### src/spqt_pkg.sv
`default_nettype none

package spqt_pkg;

	localparam int QUEUE_DEPTH  = 16;
	localparam int MAX_SEGMENTS = 16;

	localparam int PRIO_W  = 8;
	localparam int TAG_W   = 16;
	localparam int CNT_W   = 5;
	localparam int ID_W    = 32;
	localparam int SIDX_W  = 4;
	localparam int STAT_W  = 3;
	localparam int FUNC_W  = 2;
	localparam int SENT_W  = (MAX_SEGMENTS > 2) ? $clog2(MAX_SEGMENTS) : 1;
	localparam int TOTAL_W = CNT_W;
	localparam int CMP_W   = ((SENT_W > 9) ? SENT_W : 9) + 1;

	// function codes
	localparam logic [FUNC_W-1:0] FN_ENQ = 2'd0;
	localparam logic [FUNC_W-1:0] FN_DEQ = 2'd1;
	localparam logic [FUNC_W-1:0] FN_REL = 2'd2;

	typedef enum logic [STAT_W-1:0] {
		ST_OK     = 3'd0,
		ST_NULL   = 3'd1,
		ST_EMPTY  = 3'd2,
		ST_MARKER = 3'd3,
		ST_FULL   = 3'd4
	} status_t;

	typedef enum logic [2:0] {
		C_HOLD,
		C_INSERT,
		C_POP,
		C_ADVANCE,
		C_MARK
	} cell_op_t;

	typedef struct packed {
		logic [PRIO_W-1:0]  prio;
		logic [TAG_W-1:0]   tag;
		logic [ID_W-1:0]    id;
		logic [SENT_W-1:0]  sent;
		logic [TOTAL_W-1:0] total;
	} data_t;

	typedef struct packed {
		logic  valid;
		logic  marker;
		data_t data;
	} entry_t;

	// broadcast to every cell
	typedef struct packed {
		cell_op_t          op;
		logic [PRIO_W-1:0] req_prio;
		data_t             new_data;
	} cell_ctl_t;

endpackage

`default_nettype wire

### src/spqt_in_if.sv
`default_nettype none

interface spqt_in_if;
	import spqt_pkg::*;

	logic                valid;
	logic                ready;
	logic [FUNC_W-1:0]   func;
	logic [PRIO_W-1:0]   priority_req;
	logic [TAG_W-1:0]    seg_tag;
	logic [CNT_W-1:0]    seg_count;

	modport source(output valid, func, priority_req, seg_tag, seg_count, input ready);
	modport sink(input valid, func, priority_req, seg_tag, seg_count, output ready);
endinterface

`default_nettype wire

### src/spqt_out_if.sv
`default_nettype none

interface spqt_out_if;
	import spqt_pkg::*;

	logic                valid;
	logic                ready;
	logic [STAT_W-1:0]   status;
	logic [ID_W-1:0]     msg_id;
	logic [TAG_W-1:0]    out_tag;
	logic [SIDX_W-1:0]   seg_index;
	logic                last_segment;

	modport source(output valid, status, msg_id, out_tag, seg_index, last_segment,
		input ready);
	modport sink(input valid, status, msg_id, out_tag, seg_index, last_segment,
		output ready);
endinterface

`default_nettype wire

### src/spqt_cell.sv
`default_nettype none

module spqt_cell (
	input  wire                 clk,
	input  wire                 arst_n,
	input  wire                 head,
	input  spqt_pkg::cell_ctl_t ctl,
	input  spqt_pkg::entry_t    left,
	input  wire                 left_stay,
	input  spqt_pkg::entry_t    right,
	output spqt_pkg::entry_t    cur,
	output logic                stay
);
	import spqt_pkg::*;

	logic  valid_q;
	logic  marker_q;
	data_t data_q;

	logic  valid_d;
	logic  marker_d;
	data_t data_d;

	assign cur  = '{valid: valid_q, marker: marker_q, data: data_q};
	// entry ranks ahead of (or equal to) the new word and keeps its place
	assign stay = valid_q && !marker_q && (data_q.prio <= ctl.req_prio);

	always_comb begin
		valid_d  = valid_q;
		marker_d = marker_q;
		data_d   = data_q;
		case (ctl.op)
			C_INSERT: begin
				if (!stay) begin
					if (left_stay) begin
						valid_d  = 1'b1;
						marker_d = 1'b0;
						data_d   = ctl.new_data;
					end else begin
						valid_d  = left.valid;
						marker_d = left.marker;
						data_d   = left.data;
					end
				end
			end
			C_POP: begin
				valid_d  = right.valid;
				marker_d = right.marker;
				data_d   = right.data;
			end
			C_ADVANCE: begin
				if (head)
					data_d.sent = data_q.sent + SENT_W'(1);
			end
			C_MARK: begin
				// first free slot
				if (!valid_q && left.valid) begin
					valid_d  = 1'b1;
					marker_d = 1'b1;
				end
			end
			default: begin
			end
		endcase
	end

	always_ff @(posedge clk or negedge arst_n) begin
		if (!arst_n) begin
			valid_q  <= 1'b0;
			marker_q <= 1'b0;
		end else begin
			valid_q  <= valid_d;
			marker_q <= marker_d;
		end
	end

	always_ff @(posedge clk) begin
		data_q <= data_d;
	end

endmodule

`default_nettype wire

### src/stable_priority_transmit_queue.sv
`default_nettype none

// Channel | Dir | Fields
// req     | in  | func, priority_req, seg_tag, seg_count
// rsp     | out | status, msg_id, out_tag, seg_index, last_segment
//
// One word in, one word out; a request is taken every cycle while the
// output register is empty or being drained.
// The row of cells updates in the accept cycle and the result lands in
// the output register.
// The row of QUEUE_DEPTH cells compares all entries at once, so insert and
// pop each complete in the accept cycle; rsp stalls back-pressure req directly.
// Reset clears all valid bits and the id counter.
module stable_priority_transmit_queue (
	input wire         clk,
	input wire         arst_n,
	spqt_in_if.sink    req,
	spqt_out_if.source rsp
);
	import spqt_pkg::*;

	entry_t                 cell_q [QUEUE_DEPTH];
	logic [QUEUE_DEPTH-1:0] stay_v;
	logic [QUEUE_DEPTH-1:0] vld_v;
	logic [QUEUE_DEPTH-1:0] mrk_v;

	cell_ctl_t ctl;
	entry_t    left_e  [QUEUE_DEPTH];
	entry_t    right_e [QUEUE_DEPTH];
	logic      left_s  [QUEUE_DEPTH];

	logic [ID_W-1:0] id_q;
	logic [ID_W-1:0] id_inc;
	logic [ID_W-1:0] id_next;

	logic               out_valid_q;
	status_t            status_q;
	logic [ID_W-1:0]    msg_id_q;
	logic [TAG_W-1:0]   out_tag_q;
	logic [SIDX_W-1:0]  seg_index_q;
	logic               last_q;

	status_t            status_d;
	logic [ID_W-1:0]    msg_id_d;
	logic [TAG_W-1:0]   out_tag_d;
	logic [SIDX_W-1:0]  seg_index_d;
	logic               last_d;
	logic               bump_id;

	logic               acc;
	logic               full;
	logic [CNT_W-1:0]   cnt_nz;
	logic [TOTAL_W-1:0] total;
	logic               head_last;

	assign req.ready = !out_valid_q || rsp.ready;
	assign acc       = req.valid && req.ready;
	assign full      = vld_v[QUEUE_DEPTH-1];

	assign id_inc  = id_q + ID_W'(1);
	assign id_next = (id_inc == '0) ? ID_W'(1) : id_inc;

	assign cnt_nz = (req.seg_count == '0) ? CNT_W'(1) : req.seg_count;
	assign total  = (CMP_W'(cnt_nz) > CMP_W'(MAX_SEGMENTS)) ?
		TOTAL_W'(MAX_SEGMENTS) : TOTAL_W'(cnt_nz);

	assign head_last = (CMP_W'(cell_q[0].data.sent) + CMP_W'(1)) >=
		CMP_W'(cell_q[0].data.total);

	// neighbor wiring; the slot ahead of the head acts as an occupied,
	// staying entry
	always_comb begin
		for (int k = 0; k < QUEUE_DEPTH; k++) begin
			vld_v[k] = cell_q[k].valid;
			mrk_v[k] = cell_q[k].marker;
			if (k == 0) begin
				left_e[k] = '{valid: 1'b1, marker: 1'b0, data: '0};
				left_s[k] = 1'b1;
			end else begin
				left_e[k] = cell_q[k-1];
				left_s[k] = stay_v[k-1];
			end
			if (k == QUEUE_DEPTH - 1)
				right_e[k] = '{valid: 1'b0, marker: 1'b0, data: '0};
			else
				right_e[k] = cell_q[k+1];
		end
	end

	genvar g;
	generate
		for (g = 0; g < QUEUE_DEPTH; g++) begin : g_cell
			spqt_cell u_cell (
				.clk       (clk),
				.arst_n    (arst_n),
				.head      (g == 0),
				.ctl       (ctl),
				.left      (left_e[g]),
				.left_stay (left_s[g]),
				.right     (right_e[g]),
				.cur       (cell_q[g]),
				.stay      (stay_v[g])
			);
		end
	endgenerate

	always_comb begin
		ctl.op                = C_HOLD;
		ctl.req_prio          = req.priority_req;
		ctl.new_data.prio     = req.priority_req;
		ctl.new_data.tag      = req.seg_tag;
		ctl.new_data.id       = id_next;
		ctl.new_data.sent     = '0;
		ctl.new_data.total    = total;
		status_d    = ST_OK;
		msg_id_d    = '0;
		out_tag_d   = '0;
		seg_index_d = '0;
		last_d      = 1'b0;
		bump_id     = 1'b0;
		case (req.func)
			FN_ENQ: begin
				if (req.seg_tag == '0) begin
					status_d = ST_NULL;
				end else if (full) begin
					status_d = ST_FULL;
				end else begin
					ctl.op   = C_INSERT;
					msg_id_d = id_next;
					bump_id  = 1'b1;
				end
			end
			FN_DEQ: begin
				if (!cell_q[0].valid) begin
					status_d = ST_EMPTY;
				end else if (cell_q[0].marker) begin
					status_d = ST_MARKER;
					ctl.op   = C_POP;
				end else begin
					msg_id_d    = cell_q[0].data.id;
					out_tag_d   = cell_q[0].data.tag;
					seg_index_d = SIDX_W'(cell_q[0].data.sent);
					last_d      = head_last;
					ctl.op      = head_last ? C_POP : C_ADVANCE;
				end
			end
			FN_REL: begin
				if (full)
					status_d = ST_FULL;
				else
					ctl.op = C_MARK;
			end
			default: begin
			end
		endcase
		if (!acc) begin
			ctl.op  = C_HOLD;
			bump_id = 1'b0;
		end
	end

	always_ff @(posedge clk or negedge arst_n) begin
		if (!arst_n) begin
			id_q        <= '0;
			out_valid_q <= 1'b0;
		end else begin
			if (bump_id)
				id_q <= id_next;
			if (acc)
				out_valid_q <= 1'b1;
			else if (rsp.ready)
				out_valid_q <= 1'b0;
		end
	end

	always_ff @(posedge clk) begin
		if (acc) begin
			status_q    <= status_d;
			msg_id_q    <= msg_id_d;
			out_tag_q   <= out_tag_d;
			seg_index_q <= seg_index_d;
			last_q      <= last_d;
		end
	end

	assign rsp.valid        = out_valid_q;
	assign rsp.status       = status_q;
	assign rsp.msg_id       = msg_id_q;
	assign rsp.out_tag      = out_tag_q;
	assign rsp.seg_index    = seg_index_q;
	assign rsp.last_segment = last_q;

`ifndef SYNTHESIS
	// occupied cells form a prefix of the row
	a_no_hole: assert property (@(posedge clk) disable iff (!arst_n)
		((vld_v >> 1) & ~vld_v) == '0)
		else $error("gap in occupied cells");

	// markers sit behind every message
	a_marker_tail: assert property (@(posedge clk) disable iff (!arst_n)
		(mrk_v & ~(mrk_v >> 1) & (vld_v >> 1)) == '0)
		else $error("message queued behind a release marker");

	// a successful enqueue never hands out id 0
	a_id_nonzero: assert property (@(posedge clk) disable iff (!arst_n)
		acc && bump_id |=> rsp.valid && rsp.msg_id != '0)
		else $error("enqueue produced id 0");

	// every accepted word shows up at the output next cycle
	a_resp: assert property (@(posedge clk) disable iff (!arst_n)
		acc |=> rsp.valid)
		else $error("accepted word lost");
`endif

endmodule

`default_nettype wire

### src/flat_wrapper.sv
// flat-port wrapper written by rule: the top's interface ports become plain ports
module stable_priority_transmit_queue_flat import spqt_pkg::*;
  (clk, arst_n, req_valid, req_func, req_priority_req, req_seg_tag, req_seg_count, req_ready, rsp_valid, rsp_status, rsp_msg_id, rsp_out_tag, rsp_seg_index, rsp_last_segment, rsp_ready);
  spqt_in_if req_i ();
  spqt_out_if rsp_i ();
  input wire clk;
  input wire arst_n;
  input wire logic [$bits(req_i.valid)-1:0] req_valid;
  input wire logic [$bits(req_i.func)-1:0] req_func;
  input wire logic [$bits(req_i.priority_req)-1:0] req_priority_req;
  input wire logic [$bits(req_i.seg_tag)-1:0] req_seg_tag;
  input wire logic [$bits(req_i.seg_count)-1:0] req_seg_count;
  output wire logic [$bits(req_i.ready)-1:0] req_ready;
  output wire logic [$bits(rsp_i.valid)-1:0] rsp_valid;
  output wire logic [$bits(rsp_i.status)-1:0] rsp_status;
  output wire logic [$bits(rsp_i.msg_id)-1:0] rsp_msg_id;
  output wire logic [$bits(rsp_i.out_tag)-1:0] rsp_out_tag;
  output wire logic [$bits(rsp_i.seg_index)-1:0] rsp_seg_index;
  output wire logic [$bits(rsp_i.last_segment)-1:0] rsp_last_segment;
  input wire logic [$bits(rsp_i.ready)-1:0] rsp_ready;
  assign req_i.valid = req_valid;
  assign req_i.func = req_func;
  assign req_i.priority_req = req_priority_req;
  assign req_i.seg_tag = req_seg_tag;
  assign req_i.seg_count = req_seg_count;
  assign req_ready = req_i.ready;
  assign rsp_valid = rsp_i.valid;
  assign rsp_status = rsp_i.status;
  assign rsp_msg_id = rsp_i.msg_id;
  assign rsp_out_tag = rsp_i.out_tag;
  assign rsp_seg_index = rsp_i.seg_index;
  assign rsp_last_segment = rsp_i.last_segment;
  assign rsp_i.ready = rsp_ready;
  stable_priority_transmit_queue u_core (.clk(clk), .arst_n(arst_n), .req(req_i), .rsp(rsp_i));
endmodule
### config.mk
export PLATFORM = sky130hd
export DESIGN_NAME = stable_priority_transmit_queue_flat
export DESIGN_NICKNAME = d
export VERILOG_FILES = /design/src/spqt_pkg.sv /design/src/spqt_in_if.sv /design/src/spqt_out_if.sv /design/src/spqt_cell.sv /design/src/stable_priority_transmit_queue.sv /design/src/flat_wrapper.sv
export SDC_FILE = /design/constraint.sdc
export NUM_CORES = 2
export LEC_CHECK = 0
export ABC_AREA = 1
export BUFFER_PORTS_ARGS = -buffer_cell sky130_fd_sc_hd__buf_2
export CORE_MARGIN = 3
export CORE_UTILIZATION = 40
export DETAILED_ROUTE_END_ITERATION = 7
export PLACE_DENSITY = 0.55
export SYNTH_ARGS = -nofsm -noshare
export SYNTH_HDL_FRONTEND = slang
export SYNTH_SLANG_ARGS = --single-unit
### constraint.sdc
create_clock -name clk -period 16.12 [get_ports clk]
set_input_delay 3.224 -clock clk [delete_from_list [all_inputs] [get_ports clk]]
set_output_delay 3.224 -clock clk [all_outputs]
set_load 0.05 [all_outputs]
; ---- Word level (Yosys, flattened, before mapping)
; Index checks and enable logic that the tools add are counted.
[totals]
register_bits = 1161
out_inout_bits = 58
[classes]
n_reduce_logical = 124
n_mux = 216
bitwise = 2
n_eq_ne = 38
addsub = 3
n_lt_le_gt_ge = 18
[ops]
columns = op, count
row1 = 65-bit two-way mux, 31
row2 = 56-bit one-hot mux with 2 select lines, 16
row3 = 32-bit two-way mux, 5
row4 = 5-bit one-hot mux with 2 select lines, 16
row5 = 8-bit less-or-equal comparator, 16
row6 = 4-bit one-hot mux with 2 select lines, 15
row7 = 1-bit one-hot mux with 3 select lines, 32
row8 = 1-bit two-way mux, 86
row9 = "2-bit != test, second input constant", 32
row10 = 32-bit one-hot mux with 2 select lines, 1
row11 = 1-bit logical AND, 48
row12 = 3-bit AND reduction, 16
row13 = 2-bit AND reduction, 18
row14 = "32-bit by 1-bit adder with 32-bit output, second input constant", 1
row15 = 1-bit logical NOT, 32
row16 = 32-bit logical NOT, 1
row17 = 3-bit two-way mux, 8
row18 = 3-bit one-hot mux with 3 select lines, 2
row19 = 16-bit logical NOT, 1
row20 = 4-bit one-hot mux with 3 select lines, 1
row21 = 10-bit by 5-bit >= comparator with 1-bit output, 1
row22 = 5-bit two-way mux, 2
row23 = "3-bit by 2-bit equality test with 1-bit output, second input constant", 2
row24 = 3-bit nonzero test, 2
row25 = other kinds (14), 16

; ---- Depth between registers and ports, before layout
[depth]
word_depth = 10
depth_mapped = 18
mapped_depth_nobuf = 16

; ---- By module
; A second synthesis with hierarchy kept.
[unflattened]
cells_unflattened = 7592
hier_area_um2 = 64954.8
[by_module_without_submodules]
columns = mod, instances, area_per_inst_um2, seq_area_each_um2, cells_per_inst
row1 = spqt_cell at u_core.g_cell[0].u_cell ..., 9, 3753.6, 2001.9, 438
row2 = spqt_cell at u_core.g_cell[3].u_cell ..., 7, 3751.1, 2001.9, 437
row3 = stable_priority_transmit_queue, 1, 4914.7, 2507.4, 591

; ---- Worst setup path after synthesis
; No wires, ideal clock.
[synth_path]
path_kind = input to register
start = in req_priority_req[3]
end = reg u_core.g_cell[13].u_cell.data_q, in the netlist u_core.g_cell[13].u_cell.cur[0], enable pin
cell_stages = 13
arrival_ns = 10.084
setup_slack_ns = 5.458
path_cell_list = clkbuf_1 > clkinv_1 > ha_1 > nand2_1 > o21ai_0 > nand2_1 > o211ai_1 > o21ai_0 > nand2_1 > inv_1 > clkbuf_1 > clkbuf_1 > o21ai_0
[synth_between]
elab_chain_cells = 4
[synth_lines]
columns = element, line
row1 = "start, declared", flat_wrapper.sv:10  ; input wire logic [$bits(req_i.priority_req)-1:0] req_priority_req;
row2 = 8-bit less-or-equal comparator, spqt_cell.sv:26  ; assign stay = valid_q && !marker_q && (data_q.prio <= ctl.req_prio);
row3 = 1-bit logical AND, spqt_cell.sv:26
row4 = 2-bit != test (no line), --
row5 = 2-bit AND reduction (no line), --
row6 = "end signal, assigned", spqt_cell.sv:78  ; data_q <= data_d;
row7 = "end, declared", spqt_cell.sv:18  ; data_t data_q;
; Every way passes these cells.
; A chain may end at the register's enable or synchronous reset.

; ---- Worst setup path after layout
[layout_path]
start = in req_seg_tag[15]
end = reg u_core.g_cell[4].u_cell.marker_q
[layout_between]
elab_chain_cells = 7
word_cells_on_any_way = 12
[layout_lines]
columns = element, line
row1 = "start, declared", flat_wrapper.sv:11  ; input wire logic [$bits(req_i.seg_tag)-1:0] req_seg_tag;
row2 = 16-bit logical NOT (*), stable_priority_transmit_queue.sv:123  ; if (req.seg_tag == '0) begin
row3 = 3-bit two-way mux (*), stable_priority_transmit_queue.sv:123
row4 = 3-bit one-hot mux with 3 select lines (*), stable_priority_transmit_queue.sv:121  ; case (req.func)
row5 = 3-bit two-way mux (*), stable_priority_transmit_queue.sv:156  ; if (!acc) begin
row6 = "3-bit equality test, or another cell as far along", spqt_cell.sv:32  ; case (ctl.op)
row7 = 2-bit != test (no line) / 3-bit nonzero test (equally long branches), --
row8 = 3-bit AND reduction (no line), --
row9 = "end signal, assigned", spqt_cell.sv:73  ; marker_q <= marker_d;
row10 = "end, declared", spqt_cell.sv:17  ; logic marker_q;
; Every way passes the cells marked *; elsewhere a longest branch is shown, timed or not.

==> summary.txt <==
Worst setup path
  • Critical path peak fanout: roughly 120
  • CP Cell Sequence: buf_2, inv_2, nand4_1, nor2_1, nand2_2, nand2_2, buf_4, o21ai_1, nand2_2, nand2_8, buf_4, buf_4, buf_4, nand3_1, nand2_1, inv_1, nand2_1, nand2_1
  • Max incr delay on CP: just over 800 ps
  • CP top delay family: buffers and inverters
  • WS Path Type: input port to flop
  • Crit path required time: 16770 ps
  • Critical Path AT: a little under 9000 ps
  • CP startpoint kind: input port
  • CP most frequent cell: buf_4
  • Crit path buf inv count: 7
  • CP Capture Type: flop
  • Critical path's slowest cell: nand3_1

Synthesis
  • Synth Register Bits: approximately 1200
  • Ys async rst share: 0.0560
  • Largest area contributor in the netlist: edfxtp_1
  • Mapped Avg Cell Area: about 9.0 um^2
  • Largest cells by area after synthesis: edfxtp_1 54%, nand2_1 12%, o21ai_0 7.5%, o211ai_1 4.7%, inv_1 3.7%
  • Synthesis warning total: 0
  • Synth Instances: 6765
  • Post-synth EDFFs: approximately 1100
  • Sequential cell area fraction in the yosys report: 0.564
  • Area share of the leading cell type in the synthesized netlist: 0.538
  • Synth cell types: slightly above 40
  • Main flop type after synthesis: edfxtp_1
  • Net Count, Synth: 6927
  • Mapped Area: about 0.06 mm^2

Die
  • Row Count: roughly 140
  • Die W: roughly 400 um
  • Chip height: slightly below 400 um
  • Total I/O pin count: between 90 and 100
  • Core area: about 0.15 mm^2
  • Initial Util: 0.406
  • Die area: about 0.16 mm^2

Layout
  • Synth-to-Final Area Change: 10.0%
  • Layout Nets: slightly below 7000
  • Layout cells sized above 1: 0.0736
  • Post-route insts no fill: 8715

Routing
  • Routed WL: between 200000 and 250000 um
  • Pre-Repair DR Iteration Count: 6
  • WL met1: approximately 90000 um
  • Max layer used: met5
  • Vias post-DR: 49600
  • Final ANT Viol Nets: 0
  • Met2 WL: 94500 um
  • Met3 WL post-DR: approximately 14000 um
  • First DRT Iteration DRCs: 5669
  • Routed WL per cell: around 23 um
  • # DRC: 0
  • Vias per Instance: 5.69

CTS
  • CTS tree: built
  • Worst-path clk slew: approximately 60 ps
  • Worst-skew pair later-pin latency: approximately 770 ps
  • Worst-case clock buffer depth: 3
  • # H-tree levels: 4
  • Root buffer cell: clkbuf_16
  • Total CTS buffers: roughly 140
  • Cts hold-fix bufs: 0
  • Num Clock Sinks: around 1200
  • Post-cts resize count: 0
  • Postcts setup bufs: 0

Timing
  • Peak Freq: 0.123 GHz
  • Period utilization: 0.506
  • Clk_skew: 30.0 ps
  • Post-route setup TNS: 0 ps
  • Final Hold Viols: 0
  • WHS: between 500 and 600 ps
  • Relative slew slack: 0.235
  • Worst Max-Slew Pin Slew: about 1100 ps
  • Final slew viol count: 0
  • Min cycle time layout: just over 8000 ps
  • Endpoints failing setup: 0
  • RSZ-0062 raised after global routing: no

Pwr
  • Pint: between 6 and 7 mW
  • Comb pwr share: 0.291
  • VDD IR-drop max: between 0.09 and 0.1 mV
  • Clock Power Share: 0.298
  • Cell Pwr Density: 152 mW/mm^2
  • Switch Pwr: 3.74 mW
  • P_leak: 25.9 nW
  • Sw Ratio: 0.365
  • Reg power frac: 0.411

GRT
  • Global route total overflow: 0
  • Total Routing Usage GR: 0.251
  • Largest net degree at the start of global routing: 257
  • Initial antenna violation count: 10
  • Vias in the first global route: ~47000
  • First-pass GRT wire length: 302000 um

Hold path
  • Hold Path Class: flop to flop

Outcome
  • Outcome: complete, no violations

Place
  • Buffers on Ports: 92
  • Placed cell count: ~8500
  • Post-DP HPWL: about 120000 um
  • RD Place Congestion: 0.859

Run
  • Max-Cap Viols: 0
==> placed cells by master, fill, tap and decap left out, types with 87 or more instances in the layout <==
master	count
a21oi_1	87
a31oi_1	211
buf_2	91
buf_4	99
clkbuf_16	141
edfxtp_1	1096
ha_1	127
inv_1	599
nand2_1	1918
nand3_1	146
nor2_1	334
o211ai_1	385
o21ai_0	906
o21ai_1	121
o22ai_1	97
==> area by class of cell <==
class | count | area, um^2
Clock inverter | 56 | 564
Inverter | 654 | 2460
Timing Repair Buffer | 192 | 1240
Fill cell | 14600 | 83500
Sequential cell | 1161 | 34500
Tap cell | 2016 | 2520
Clock buffer | 186 | 3750
Multi-Input combinational cell | 4447 | 22300
Antenna cell | 3 | 7.51
==> path summary, 6_finish.rpt <==
kind | start | to | slack, ps | cells after the start
max | req_seg_tag[15] | u_core.g_cell[4].u_cell.marker_q$_DFFE_PN0P_ | 7960 | 18
min | u_core.g_cell[15].u_cell.cur[40]$_SDFFCE_PN0P_ | u_core.g_cell[14].u_cell.cur[40]$_DFFE_PP_ | 510 | 2
max reg2reg | u_core.g_cell[0].u_cell.cur[5]$_DFFE_PP_ | u_core.g_cell[4].u_cell.marker_q$_DFFE_PN0P_ | 9770 | 18
min reg2reg | u_core.g_cell[15].u_cell.cur[40]$_SDFFCE_PN0P_ | u_core.g_cell[14].u_cell.cur[40]$_DFFE_PP_ | 510 | 2
max in group asynchronous | arst_n | u_core.id_q[14]$_DFFE_PN0P_ | 12790 | 1
min in group asynchronous | arst_n | u_core.g_cell[13].u_cell.valid_q$_DFFE_PN0P_ | 2630 | 1
==> sequential cells by signal, summed over array words and instances, names as in the netlist <==
signal,count
u_core.rsp.status,3
u_core.rsp.msg_id,32
u_core.g_cell.u_cell.marker_q,16
u_core.rsp.seg_index,4
u_core.id_q,32
u_core.rsp.out_tag,16
u_core.g_cell.u_cell.cur,1040
u_core.g_cell.u_cell.valid_q,16
u_core.rsp.last_segment,1
u_core.rsp.valid,1
==> Yosys cell counts (all sizes together) (8+ instances only) <==
cell    number
inv        641
dfrtp       65
clkinv      13
nor2       350
nand3      147
a31oi      211
o22ai       97
o211ai     385
o21ai     1041
nand3b       8
nand2     1956
edfxtp    1096
ha         127
buf        203
clkbuf     300
a21oi       88
nand4       16
==> kinds of logic (layout without fill, tap and decap cells) <==
family,after synthesis,in the layout,synth area share
compound gates,1834,1834,0.173
xor+xnor,3,3,0.000429
fa+ha+maj,127,127,0.0260
buf+inv,1157,1088,0.0768
flops,1161,1161,0.564
other cells,0,3,0
simple gates,2483,2483,0.160
==> through the flow <==
stage	cell area, um^2	worst slack [ps]	utilization	power (mW)
finish	67300	7960	0.446	10.3
global route	67300	7650	0.446	10.7
CTS	67300	8020	0.446	10.3
detailed placement	63000	7200	0.418	7.22
global placement	63000	7330	0.418	7.17
floorplan	61200	5460	-	6.16
==> per-layer routing <==
metal / vias to the layer above / track usage
met5: - / 0
met4: 10 / 0.0786
met3: 298 / 0.0327
met2: 2029 / 0.408
met1: 24200 / 0.351
li1: 23000 / -
==> power groups by stage <==
stage               clock (mW)  sequential, mW  combinational, mW
global route              3.22            4.25               3.28
floorplan                    0            4.28               1.88
global placement             0            4.26               2.91
finish                    3.05            4.21               2.99
CTS                       3.10            4.21               2.96
detailed placement           0            4.26               2.95
==> worst register-to-register path, delay by kind of cell (launching register included) <==
kind	cells	cell delay (ps)
simple gates	9	2320
fa+ha+maj	2	600
compound gates	3	550
flops	1	510
buf+inv	4	2240
Note: power is estimated with default switching activity, not from simulation.
